[src/button_press_duration_classifier_top_defines.svh]
// assertion macros for the button press duration classifier
`ifndef BUTTON_PRESS_DURATION_CLASSIFIER_TOP_DEFINES_SVH
`define BUTTON_PRESS_DURATION_CLASSIFIER_TOP_DEFINES_SVH

`ifndef SYNTHESIS
`define BPDC_ASSERT_CLK(lbl, clk, rst_n, prop, msg) \
  lbl: assert property (@(posedge clk) disable iff (!rst_n) prop) else $error(msg);
`define BPDC_ASSERT(lbl, prop, msg) `BPDC_ASSERT_CLK(lbl, clk_i, rst_ni, prop, msg)
`else
`define BPDC_ASSERT_CLK(lbl, clk, rst_n, prop, msg)
`define BPDC_ASSERT(lbl, prop, msg)
`endif

`endif

[src/bpdc_pkg.sv]
// shared types and constants of the button press duration classifier
`default_nettype none

package bpdc_pkg;

  localparam int TIME_BITS_DEF = 16;
  localparam int MAX_EVT       = 4;
  localparam int CNT_W         = $clog2(MAX_EVT + 1);
  localparam int IDX_W         = $clog2(MAX_EVT);
  localparam int CFG_IDX_W     = 3;
  localparam int CFG_DATA_W    = 16;
  localparam int MV_W          = 12;
  localparam int MS_W          = 16;

  localparam logic [MS_W-1:0] SHORT_MS_RST = MS_W'(50);
  localparam logic [MS_W-1:0] LONG_MS_RST  = MS_W'(1000);
  localparam logic [MS_W-1:0] HOLD_MS_RST  = MS_W'(3000);

  typedef enum logic [CFG_IDX_W-1:0] {
    REG_USE_ANALOG = 3'd0,
    REG_THRESH_MV  = 3'd1,
    REG_SHORT_MS   = 3'd2,
    REG_LONG_MS    = 3'd3,
    REG_HOLD_MS    = 3'd4
  } cfg_reg_e;

  typedef enum logic [1:0] {
    KIND_SHORT = 2'd0,
    KIND_LONG  = 2'd1,
    KIND_HOLD  = 2'd2
  } click_kind_e;

  typedef struct packed {
    logic            use_analog;
    logic [MV_W-1:0] thresh_mv;
    logic [MS_W-1:0] short_ms;
    logic [MS_W-1:0] long_ms;
    logic [MS_W-1:0] hold_ms;
  } cfg_t;

  typedef struct packed {
    click_kind_e kind;
    logic        is_release;
  } evt_t;

  typedef struct packed {
    evt_t [MAX_EVT-1:0] list;
    logic [CNT_W-1:0]   cnt;
  } batch_t;

endpackage

`default_nettype wire

[src/bpdc_cfg_regs.sv]
// configuration register file of the button press duration classifier
`default_nettype none

module bpdc_cfg_regs (
  input  wire logic                            clk_i,
  input  wire logic                            rst_ni,
  input  wire logic                            we_i,
  input  wire logic [bpdc_pkg::CFG_IDX_W-1:0]  index_i,
  input  wire logic [bpdc_pkg::CFG_DATA_W-1:0] data_i,
  output bpdc_pkg::cfg_t                       cfg_o
);
  import bpdc_pkg::*;

  cfg_t cfg_q, cfg_d;

  always_comb begin
    cfg_d = cfg_q;
    if (we_i) begin
      case (cfg_reg_e'(index_i))
        REG_USE_ANALOG: cfg_d.use_analog = data_i[0];
        REG_THRESH_MV:  cfg_d.thresh_mv  = data_i[MV_W-1:0];
        REG_SHORT_MS:   cfg_d.short_ms   = data_i[MS_W-1:0];
        REG_LONG_MS:    cfg_d.long_ms    = data_i[MS_W-1:0];
        REG_HOLD_MS:    cfg_d.hold_ms    = data_i[MS_W-1:0];
        default:        cfg_d = cfg_q;
      endcase
    end
  end

  always_ff @(posedge clk_i or negedge rst_ni) begin
    if (!rst_ni) begin
      cfg_q.use_analog <= 1'b0;
      cfg_q.thresh_mv  <= '0;
      cfg_q.short_ms   <= SHORT_MS_RST;
      cfg_q.long_ms    <= LONG_MS_RST;
      cfg_q.hold_ms    <= HOLD_MS_RST;
    end else begin
      cfg_q <= cfg_d;
    end
  end

  assign cfg_o = cfg_q;

endmodule

`default_nettype wire

[src/bpdc_core.sv]
// press state machine, press timer and event list of one tick
`default_nettype none

module bpdc_core #(
  parameter int TIME_BITS = bpdc_pkg::TIME_BITS_DEF
) (
  input  wire logic                      clk_i,
  input  wire logic                      rst_ni,
  input  bpdc_pkg::cfg_t                 cfg_i,
  input  wire logic                      fire_i,
  input  wire logic                      pin_level_i,
  input  wire logic [bpdc_pkg::MV_W-1:0] analog_mv_i,
  output bpdc_pkg::batch_t               batch_o
);
  import bpdc_pkg::*;

  localparam int CMP_W    = (TIME_BITS > MS_W) ? TIME_BITS : MS_W;
  localparam int NUM_CAND = 6;

  typedef enum logic [3:0] {
    PH_STARTUP  = 4'b0001,
    PH_IDLE     = 4'b0010,
    PH_PRESSED  = 4'b0100,
    PH_HOLDWAIT = 4'b1000
  } phase_e;

  phase_e               phase_q, phase_d;
  logic [TIME_BITS-1:0] time_q, time_d;
  logic                 short_sent_q, short_sent_d;
  logic                 long_sent_q, long_sent_d;

  logic                 pressed;
  logic [TIME_BITS-1:0] t_inc;
  logic [CMP_W-1:0]     cur_ext, nxt_ext, short_ext, long_ext, hold_ext;
  logic                 cur_ge_s, cur_ge_l, cur_ge_h;
  logic                 nxt_ge_s, nxt_ge_l, nxt_ge_h;
  logic [2:0]           rel_cur, rel_nxt;
  logic [NUM_CAND-1:0]  cand_v;
  evt_t                 cand [NUM_CAND];
  evt_t [MAX_EVT-1:0]   list_c;
  logic [CNT_W-1:0]     cnt_c;

  assign pressed = cfg_i.use_analog ? (analog_mv_i <= cfg_i.thresh_mv) : !pin_level_i;
  assign t_inc   = (time_q == {TIME_BITS{1'b1}}) ? time_q : time_q + 1'b1;

  assign cur_ext   = CMP_W'(time_q);
  assign nxt_ext   = CMP_W'(t_inc);
  assign short_ext = CMP_W'(cfg_i.short_ms);
  assign long_ext  = CMP_W'(cfg_i.long_ms);
  assign hold_ext  = CMP_W'(cfg_i.hold_ms);

  assign cur_ge_s = cur_ext >= short_ext;
  assign cur_ge_l = cur_ext >= long_ext;
  assign cur_ge_h = cur_ext >= hold_ext;
  assign nxt_ge_s = nxt_ext >= short_ext;
  assign nxt_ge_l = nxt_ext >= long_ext;
  assign nxt_ge_h = nxt_ext >= hold_ext;

  // release events: hold, long, short from high bit down
  assign rel_cur = {cur_ge_h, cur_ge_l & !cur_ge_h, cur_ge_s & !cur_ge_l};
  assign rel_nxt = {nxt_ge_h, nxt_ge_l & !nxt_ge_h, nxt_ge_s & !nxt_ge_l};

  always_comb begin
    cand[0] = '{kind: KIND_SHORT, is_release: 1'b0};
    cand[1] = '{kind: KIND_LONG,  is_release: 1'b0};
    cand[2] = '{kind: KIND_HOLD,  is_release: 1'b0};
    cand[3] = '{kind: KIND_SHORT, is_release: 1'b1};
    cand[4] = '{kind: KIND_LONG,  is_release: 1'b1};
    cand[5] = '{kind: KIND_HOLD,  is_release: 1'b1};
  end

  always_comb begin
    phase_d      = phase_q;
    time_d       = time_q;
    short_sent_d = short_sent_q;
    long_sent_d  = long_sent_q;
    cand_v       = '0;
    case (phase_q)
      PH_STARTUP, PH_HOLDWAIT: begin
        if (!pressed) phase_d = PH_IDLE;
      end
      PH_IDLE: begin
        if (pressed) begin
          time_d       = '0;
          short_sent_d = 1'b0;
          long_sent_d  = 1'b0;
          phase_d      = PH_PRESSED;
        end
      end
      PH_PRESSED: begin
        if (!pressed) begin
          cand_v[5:3] = rel_cur;
          phase_d     = PH_IDLE;
        end else begin
          time_d = t_inc;
          if (nxt_ge_s && !short_sent_q) begin
            short_sent_d = 1'b1;
            cand_v[0]    = 1'b1;
          end
          if (nxt_ge_l && !long_sent_q) begin
            long_sent_d = 1'b1;
            cand_v[1]   = 1'b1;
          end
          if (nxt_ge_h) begin
            cand_v[2]   = 1'b1;
            cand_v[5:3] = rel_nxt;
            phase_d     = PH_HOLDWAIT;
          end
        end
      end
      default: begin
        phase_d = PH_STARTUP;
      end
    endcase
  end

  // pack the raised events in order, at most MAX_EVT of them
  always_comb begin
    list_c = '0;
    cnt_c  = '0;
    for (int i = 0; i < NUM_CAND; i++) begin
      if (cand_v[i] && (cnt_c < CNT_W'(MAX_EVT))) begin
        list_c[cnt_c[IDX_W-1:0]] = cand[i];
        cnt_c = cnt_c + 1'b1;
      end
    end
  end

  always_ff @(posedge clk_i or negedge rst_ni) begin
    if (!rst_ni) begin
      phase_q      <= PH_STARTUP;
      time_q       <= '0;
      short_sent_q <= 1'b0;
      long_sent_q  <= 1'b0;
    end else if (fire_i) begin
      phase_q      <= phase_d;
      time_q       <= time_d;
      short_sent_q <= short_sent_d;
      long_sent_q  <= long_sent_d;
    end
  end

  assign batch_o.list = list_c;
  assign batch_o.cnt  = cnt_c;

endmodule

`default_nettype wire

[src/bpdc_evt_queue.sv]
// result register that hands out the events of one tick one at a time
`default_nettype none

module bpdc_evt_queue (
  input  wire logic       clk_i,
  input  wire logic       rst_ni,
  input  wire logic       load_i,
  input  bpdc_pkg::batch_t batch_i,
  output logic            in_ready_o,
  output logic            valid_o,
  input  wire logic       ready_i,
  output bpdc_pkg::evt_t  evt_o,
  output logic            last_o
);
  import bpdc_pkg::*;

  evt_t [MAX_EVT-1:0] list_q, list_d;
  logic [CNT_W-1:0]   cnt_q, cnt_d;
  logic               take;

  assign valid_o    = (cnt_q != '0);
  assign last_o     = (cnt_q == CNT_W'(1));
  assign evt_o      = list_q[0];
  assign take       = valid_o && ready_i;
  assign in_ready_o = !valid_o || (ready_i && last_o);

  always_comb begin
    list_d = list_q;
    cnt_d  = cnt_q;
    if (take) begin
      for (int i = 0; i < MAX_EVT - 1; i++) list_d[i] = list_q[i+1];
      cnt_d = cnt_q - 1'b1;
    end
    if (load_i && (batch_i.cnt != '0)) begin
      list_d = batch_i.list;
      cnt_d  = batch_i.cnt;
    end
  end

  always_ff @(posedge clk_i or negedge rst_ni) begin
    if (!rst_ni) begin
      cnt_q <= '0;
    end else begin
      cnt_q <= cnt_d;
    end
  end

  always_ff @(posedge clk_i) begin
    list_q <= list_d;
  end

endmodule

`default_nettype wire

[src/button_press_duration_classifier_top.sv]
// button press duration classifier: one input tick in, short/long/hold events out
//
// s_axis carries one 1 ms tick per transaction: pin level and analog millivolts.
// m_axis carries one event per transaction: click kind in tdata, release flag in
// tuser, tlast on the final event caused by a tick. A tick may cause no event.
// cfg writes one register per transaction, index 0..4; other indexes are ignored.
// cfg_ready_o is always high; write only while the block is idle.
// The events of a tick show on m_axis in the cycle after it is accepted.
// One tick per cycle is taken while each tick yields at most one event and the sink
// is ready; a tick with more events holds s_axis_tready_o low until its last event
// is taken, since the result register drains one event per cycle while the sink is ready.
// While m_axis_tready_i is low the pending events hold and s_axis_tready_o drops.
// Reset restores the register defaults, empties the result register and makes the
// block wait for a released tick before timing a press.
`default_nettype none
`include "button_press_duration_classifier_top_defines.svh"

module button_press_duration_classifier_top #(
  parameter int TIME_BITS = bpdc_pkg::TIME_BITS_DEF
) (
  input  wire logic                            clk_i,
  input  wire logic                            rst_ni,
  input  wire logic                            s_axis_tvalid_i,
  output logic                                 s_axis_tready_o,
  input  wire logic [15:0]                     s_axis_tdata_i,  // pin_level, analog_mv
  output logic                                 m_axis_tvalid_o,
  input  wire logic                            m_axis_tready_i,
  output logic [7:0]                           m_axis_tdata_o,  // click_kind
  output logic                                 m_axis_tuser_o,  // event_kind
  output logic                                 m_axis_tlast_o,
  input  wire logic                            cfg_valid_i,
  output logic                                 cfg_ready_o,
  input  wire logic [bpdc_pkg::CFG_IDX_W-1:0]  cfg_index_i,
  input  wire logic [bpdc_pkg::CFG_DATA_W-1:0] cfg_data_i
);
  import bpdc_pkg::*;

  cfg_t   cfg;
  batch_t batch;
  evt_t   evt;
  logic   s_fire, m_fire;

  assign cfg_ready_o = 1'b1;
  assign s_fire      = s_axis_tvalid_i && s_axis_tready_o;
  assign m_fire      = m_axis_tvalid_o && m_axis_tready_i;

  bpdc_cfg_regs u_cfg (
    .clk_i   (clk_i),
    .rst_ni  (rst_ni),
    .we_i    (cfg_valid_i && cfg_ready_o),
    .index_i (cfg_index_i),
    .data_i  (cfg_data_i),
    .cfg_o   (cfg)
  );

  bpdc_core #(
    .TIME_BITS (TIME_BITS)
  ) u_core (
    .clk_i       (clk_i),
    .rst_ni      (rst_ni),
    .cfg_i       (cfg),
    .fire_i      (s_fire),
    .pin_level_i (s_axis_tdata_i[0]),
    .analog_mv_i (s_axis_tdata_i[MV_W:1]),
    .batch_o     (batch)
  );

  bpdc_evt_queue u_queue (
    .clk_i      (clk_i),
    .rst_ni     (rst_ni),
    .load_i     (s_fire),
    .batch_i    (batch),
    .in_ready_o (s_axis_tready_o),
    .valid_o    (m_axis_tvalid_o),
    .ready_i    (m_axis_tready_i),
    .evt_o      (evt),
    .last_o     (m_axis_tlast_o)
  );

  assign m_axis_tdata_o = {6'b0, evt.kind};
  assign m_axis_tuser_o = evt.is_release;

  `BPDC_ASSERT(a_hold_press_not_last, m_fire && (m_axis_tdata_o[1:0] == KIND_HOLD) && !m_axis_tuser_o |-> !m_axis_tlast_o, "hold press ended a tick without its release")
  `BPDC_ASSERT(a_hold_release_last, m_fire && (m_axis_tdata_o[1:0] == KIND_HOLD) && m_axis_tuser_o |-> m_axis_tlast_o, "hold release was not the last event")
  `BPDC_ASSERT(a_events_shown, s_fire && (batch.cnt != '0) |=> m_axis_tvalid_o, "events of an accepted tick not presented")

endmodule

`default_nettype wire

[config.mk]
export PLATFORM = sky130hd
export DESIGN_NAME = button_press_duration_classifier_top
export DESIGN_NICKNAME = d
export VERILOG_FILES = /design/src/bpdc_pkg.sv /design/src/bpdc_cfg_regs.sv /design/src/bpdc_core.sv /design/src/bpdc_evt_queue.sv /design/src/button_press_duration_classifier_top.sv
export VERILOG_INCLUDE_DIRS = /design/src /design/src/src
export SDC_FILE = /design/constraint.sdc
export NUM_CORES = 1
export LEC_CHECK = 0
export BUFFER_PORTS_ARGS = -buffer_cell sky130_fd_sc_hd__buf_2
export CORE_UTILIZATION = 65
export DETAILED_ROUTE_END_ITERATION = 8
export PLACE_DENSITY = 0.85
export SYNTH_ARGS = -nofsm -noshare
export SYNTH_HDL_FRONTEND = slang
export SYNTH_SLANG_ARGS = --single-unit
[constraint.sdc]
create_clock -name clk_i -period 11.76 [get_ports clk_i]
set_clock_uncertainty 0.05 [all_clocks]
set_input_delay 2.352 -clock clk_i [delete_from_list [all_inputs] [get_ports clk_i]]
set_output_delay 2.352 -clock clk_i [all_outputs]
set_load 0.02 [all_outputs]
==> impl_metrics.yaml <==
placed_design:
  detailed_place_hpwl_mm: 14.5
  place.gp.congestion: 0.952
  io_buffer_count: 42
synthesis:
  post-synth-top-area-cell: "dfrtp_1"
  yosys.area.top_type_share_pct: 22.8
  syn-instance-count: 814
  synth_enable_flop_cells: 12
  netlist_area_um2: 7570
  synth-seq-area-share_pct: 33.4
  synth.avg_cell_area_um2: 9.31
  most_used_standard_cells_in_the_synthesized_netlist: "ha_1, nand2_1, inv_1, o21ai_0, dfrtp_1"
  yosys.cell_types.count: 74
  async_reset_ff_share_pct: 87.8
  synth-main-ff-cell: "dfrtp_1"
  synth_most_common_cell: "ha_1"
  synthTopCellsByArea: "dfrtp_1, ha_1, dfstp_2"
  synth-seq-cells: 98
  yosysWarningCount: 0
routing:
  top_layer: "met4"
  detailroute.wirelength.met2_mm: 8.83
  drtIter0Drc: 472
  route.layer.met1.wl_mm: 7.89
  ant_nets: 0
  wirelength_mm: 18.6
  via_count: 6197
  drt-vias-per-instance: 6.23
  drc: 0
  wl_per_cell_um: 18.7
  drt_pre_antenna_iters: 8
  met3WireLength_um: 996
cts:
  htreeDepth: 3
  clk_pin_slew_worst_paths_ns: 0.07
  cts.sinks: 98
  cts-buffers-inserted: 9
  worstSkewPairLatency_ns: 0.35
  ctsRootBufferMaster: "clkbuf_16"
  cts_setup_buffers: 0
  tritoncts: "done"
  hold_buffers: 0
  number_of_instances_resized_during_post_cts_repair: 0
  bufs_on_longest_clock_path: 2
floorplan:
  core_area_um2: 11400
  die_w_um: 110
  ios: 53
  fp.dieArea_um2: 12100
  row_count: 39
  initial_utilization_pct: 66.6
  die-height_um: 110
global_routing:
  first_global_vias: 6163
  number_of_antenna_violations_at_the_first_check_in_global_routing: 0
  first_pass_grt_wire_length_mm: 30.1
  gr-total-overflow: 0
  grt_max_degree: 50
  gr-usage-all-layers_pct: 33.1
final_layout:
  area_growth_pct: 7.47
  layout.filler_cells: 888
  diodes: 0
  fin_nets: 1013
  layout-drive-gt1-share_pct: 14.6
worst_setup_path:
  crit_path_cell_trace: "buf_2 -> ha_1 -> a21oi_1 -> o21ai_2 -> a2111oi_2 -> a211oi_2 -> nor2_1 -> nand2_1 -> nor3b_1 -> ha_1 -> inv_1 -> mux2i_1 -> ha_1 -> inv_1 -> ha_1 -> nor2_1 -> inv_1 -> a2111oi_0 -> a211o_2 -> and3b_1 -> a211oi_4 -> nand2b_1"
  cp-start-kind: "input port"
  worst-endpoint-arrival_ns: 8.39
  cp_num_buf_inv: 4
  required_time_of_the_critical_path_ns: 11.72
  maximum_fanout_along_the_worst_path: 15
  crit_path_max_cell_delay_ns: 0.69
  setup.worst_path.start: "s_axis_tdata_i[12]"
  critical_path.top_delay_family: "compound AO/OA/AOI/OAI gates"
  critPathKind: "input port to flip-flop"
  critical_path.reg2reg.startpoint: "u_core.cur_ext[6]"
  critPathSlowestCell: "a211oi_4"
  critical_path.most_common_cell: "ha_1"
  end_kind: "flip-flop"
timing:
  final_period_minus_worst_setup_slack_ns: 8.43
  timing_max_transition_violations_final: 0
  fin_crit_share_pct: 71.6
  final_hold_viol_count: 0
  setup_total_negative_slack_ns: 0
  worst_slew_margin_rel_pct: 18.1
  grt_setup_unrepaired: "no"
  timing.final.setup_violations: 0
  timing_worst_slew_pin_value_ns: 1.22
  fmaxAchievable_mhz: 119
  finalHoldWorstSlack_ns: 0.456
power_and_ir_drop:
  leakage_nw: 3.84
  vdd_drop_max_v: 0.000104
  pwr_density_cell_nw_per_um2: 141
  design_power_total_mw: 1.15
flow_run:
  cap_violations: 0
worst_hold_path:
  timing.hold.worst.start: "u_cfg.cfg_o[18]"
  holdCritPathClass: "flip-flop to flip-flop"
outcome:
  run_status: "completed"
## area by class of cell
type / count / area [um2] / share of cell area [%]
inverters: 79 / 297 / 3.64
clock buffers: 13 / 260 / 3.20
multi-input cells: 615 / 4620 / 56.8
repair buffers: 44 / 228 / 2.80
well taps: 143 / 179 / 2.20
clock inverters: 3 / 22.5 / 0.277
flip-flops and latches: 98 / 2530 / 31.1
## routing by layer
layer	track usage, %	vias up
met5	0	-
met3	4.92	71
met4	19.3	0
met2	53.9	206
li1	-	2995
met1	41.8	2925
## worst register-to-register path, delay by kind of cell (launching register included)
family / cells / cell delay [ns]
and+or+nand+nor: 14 / 4.42
AOI/OAI and AO/OA: 4 / 1.40
adders and majority gates: 3 / 0.85
DFF: 1 / 0.56
muxes: 1 / 0.42
xor gates and xnor gates: 1 / 0.20
buffers and inverters: 2 / 0.14
## report_power, final
part | total, mW | internal, mW | switching, mW | leakage, nW
clock | 0.284 | 0.156 | 0.129 | 0.136
combinational | 0.400 | 0.155 | 0.245 | 2.54
sequential | 0.462 | 0.422 | 0.0402 | 1.16
total | 1.15 | 0.733 | 0.414 | 3.84
## path summary, 6_finish.rpt
check	to	slack (ns)	depth (start not counted)
worst max-delay path	u_queue.list_q[6]	3.33	22
worst min-delay path	u_cfg.cfg_o[18]	0.46	1
min in group asynchronous	u_cfg.cfg_o[56]	1.92	1
max in group asynchronous	u_core.cur_ext[0]	8.72	2
worst max register to register	u_queue.list_q[6]	3.36	25
worst min register to register	u_cfg.cfg_o[18]	0.46	1
## placed cells by master (no fill, tap or decap), types with 8 or more instances in the layout
cell	n
nor3_1	11
edfxtp_1	12
ha_1	126
nand2_1	85
mux2_2	25
nor2_1	38
a22o_1	12
dfstp_2	17
nand3_1	15
xnor2_1	8
nor2b_1	10
clkbuf_16	9
a21oi_1	47
nand4_1	20
o21ai_0	72
buf_2	41
a211oi_1	10
nand2b_1	8
inv_1	79
dfrtp_1	69
xor2_1	8
## cell families after synthesis
family | after synthesis | synth area share (%)
simple gates | 226 | 14.7
compound gates | 208 | 18.4
fa+ha+maj | 126 | 20.8
buf+inv | 106 | 5.83
flops | 98 | 33.4
mux | 32 | 4.84
xor+xnor | 16 | 1.85
other cells | 2 | 0.0991
## registers in the layout, summed over array words and instances, names as in the netlist
register and cells:
u_cfg.cfg_o 61, u_core.cur_ext 16, u_core.long_sent_q 1, u_core.phase_q 4, u_core.short_sent_q 1, u_queue.cnt_q 3
u_queue.evt_o 3, u_queue.list_q 9
## through the flow
stage | std cells | setup slack, ns | utilization [%] | instance area (um2)
final | 995 | 3.33 | 71.6 | 8140
after global routing | 995 | 2.80 | 71.6 | 8140
after CTS | 995 | 3.37 | 71.6 | 8140
after detailed placement | 979 | 2.99 | 69.1 | 7860
after global placement | 979 | 3.20 | 69.1 | 7860
after floorplan | 819 | 3.90 | - | 7590
No activity file was read; power rests on OpenSTA's default activity.
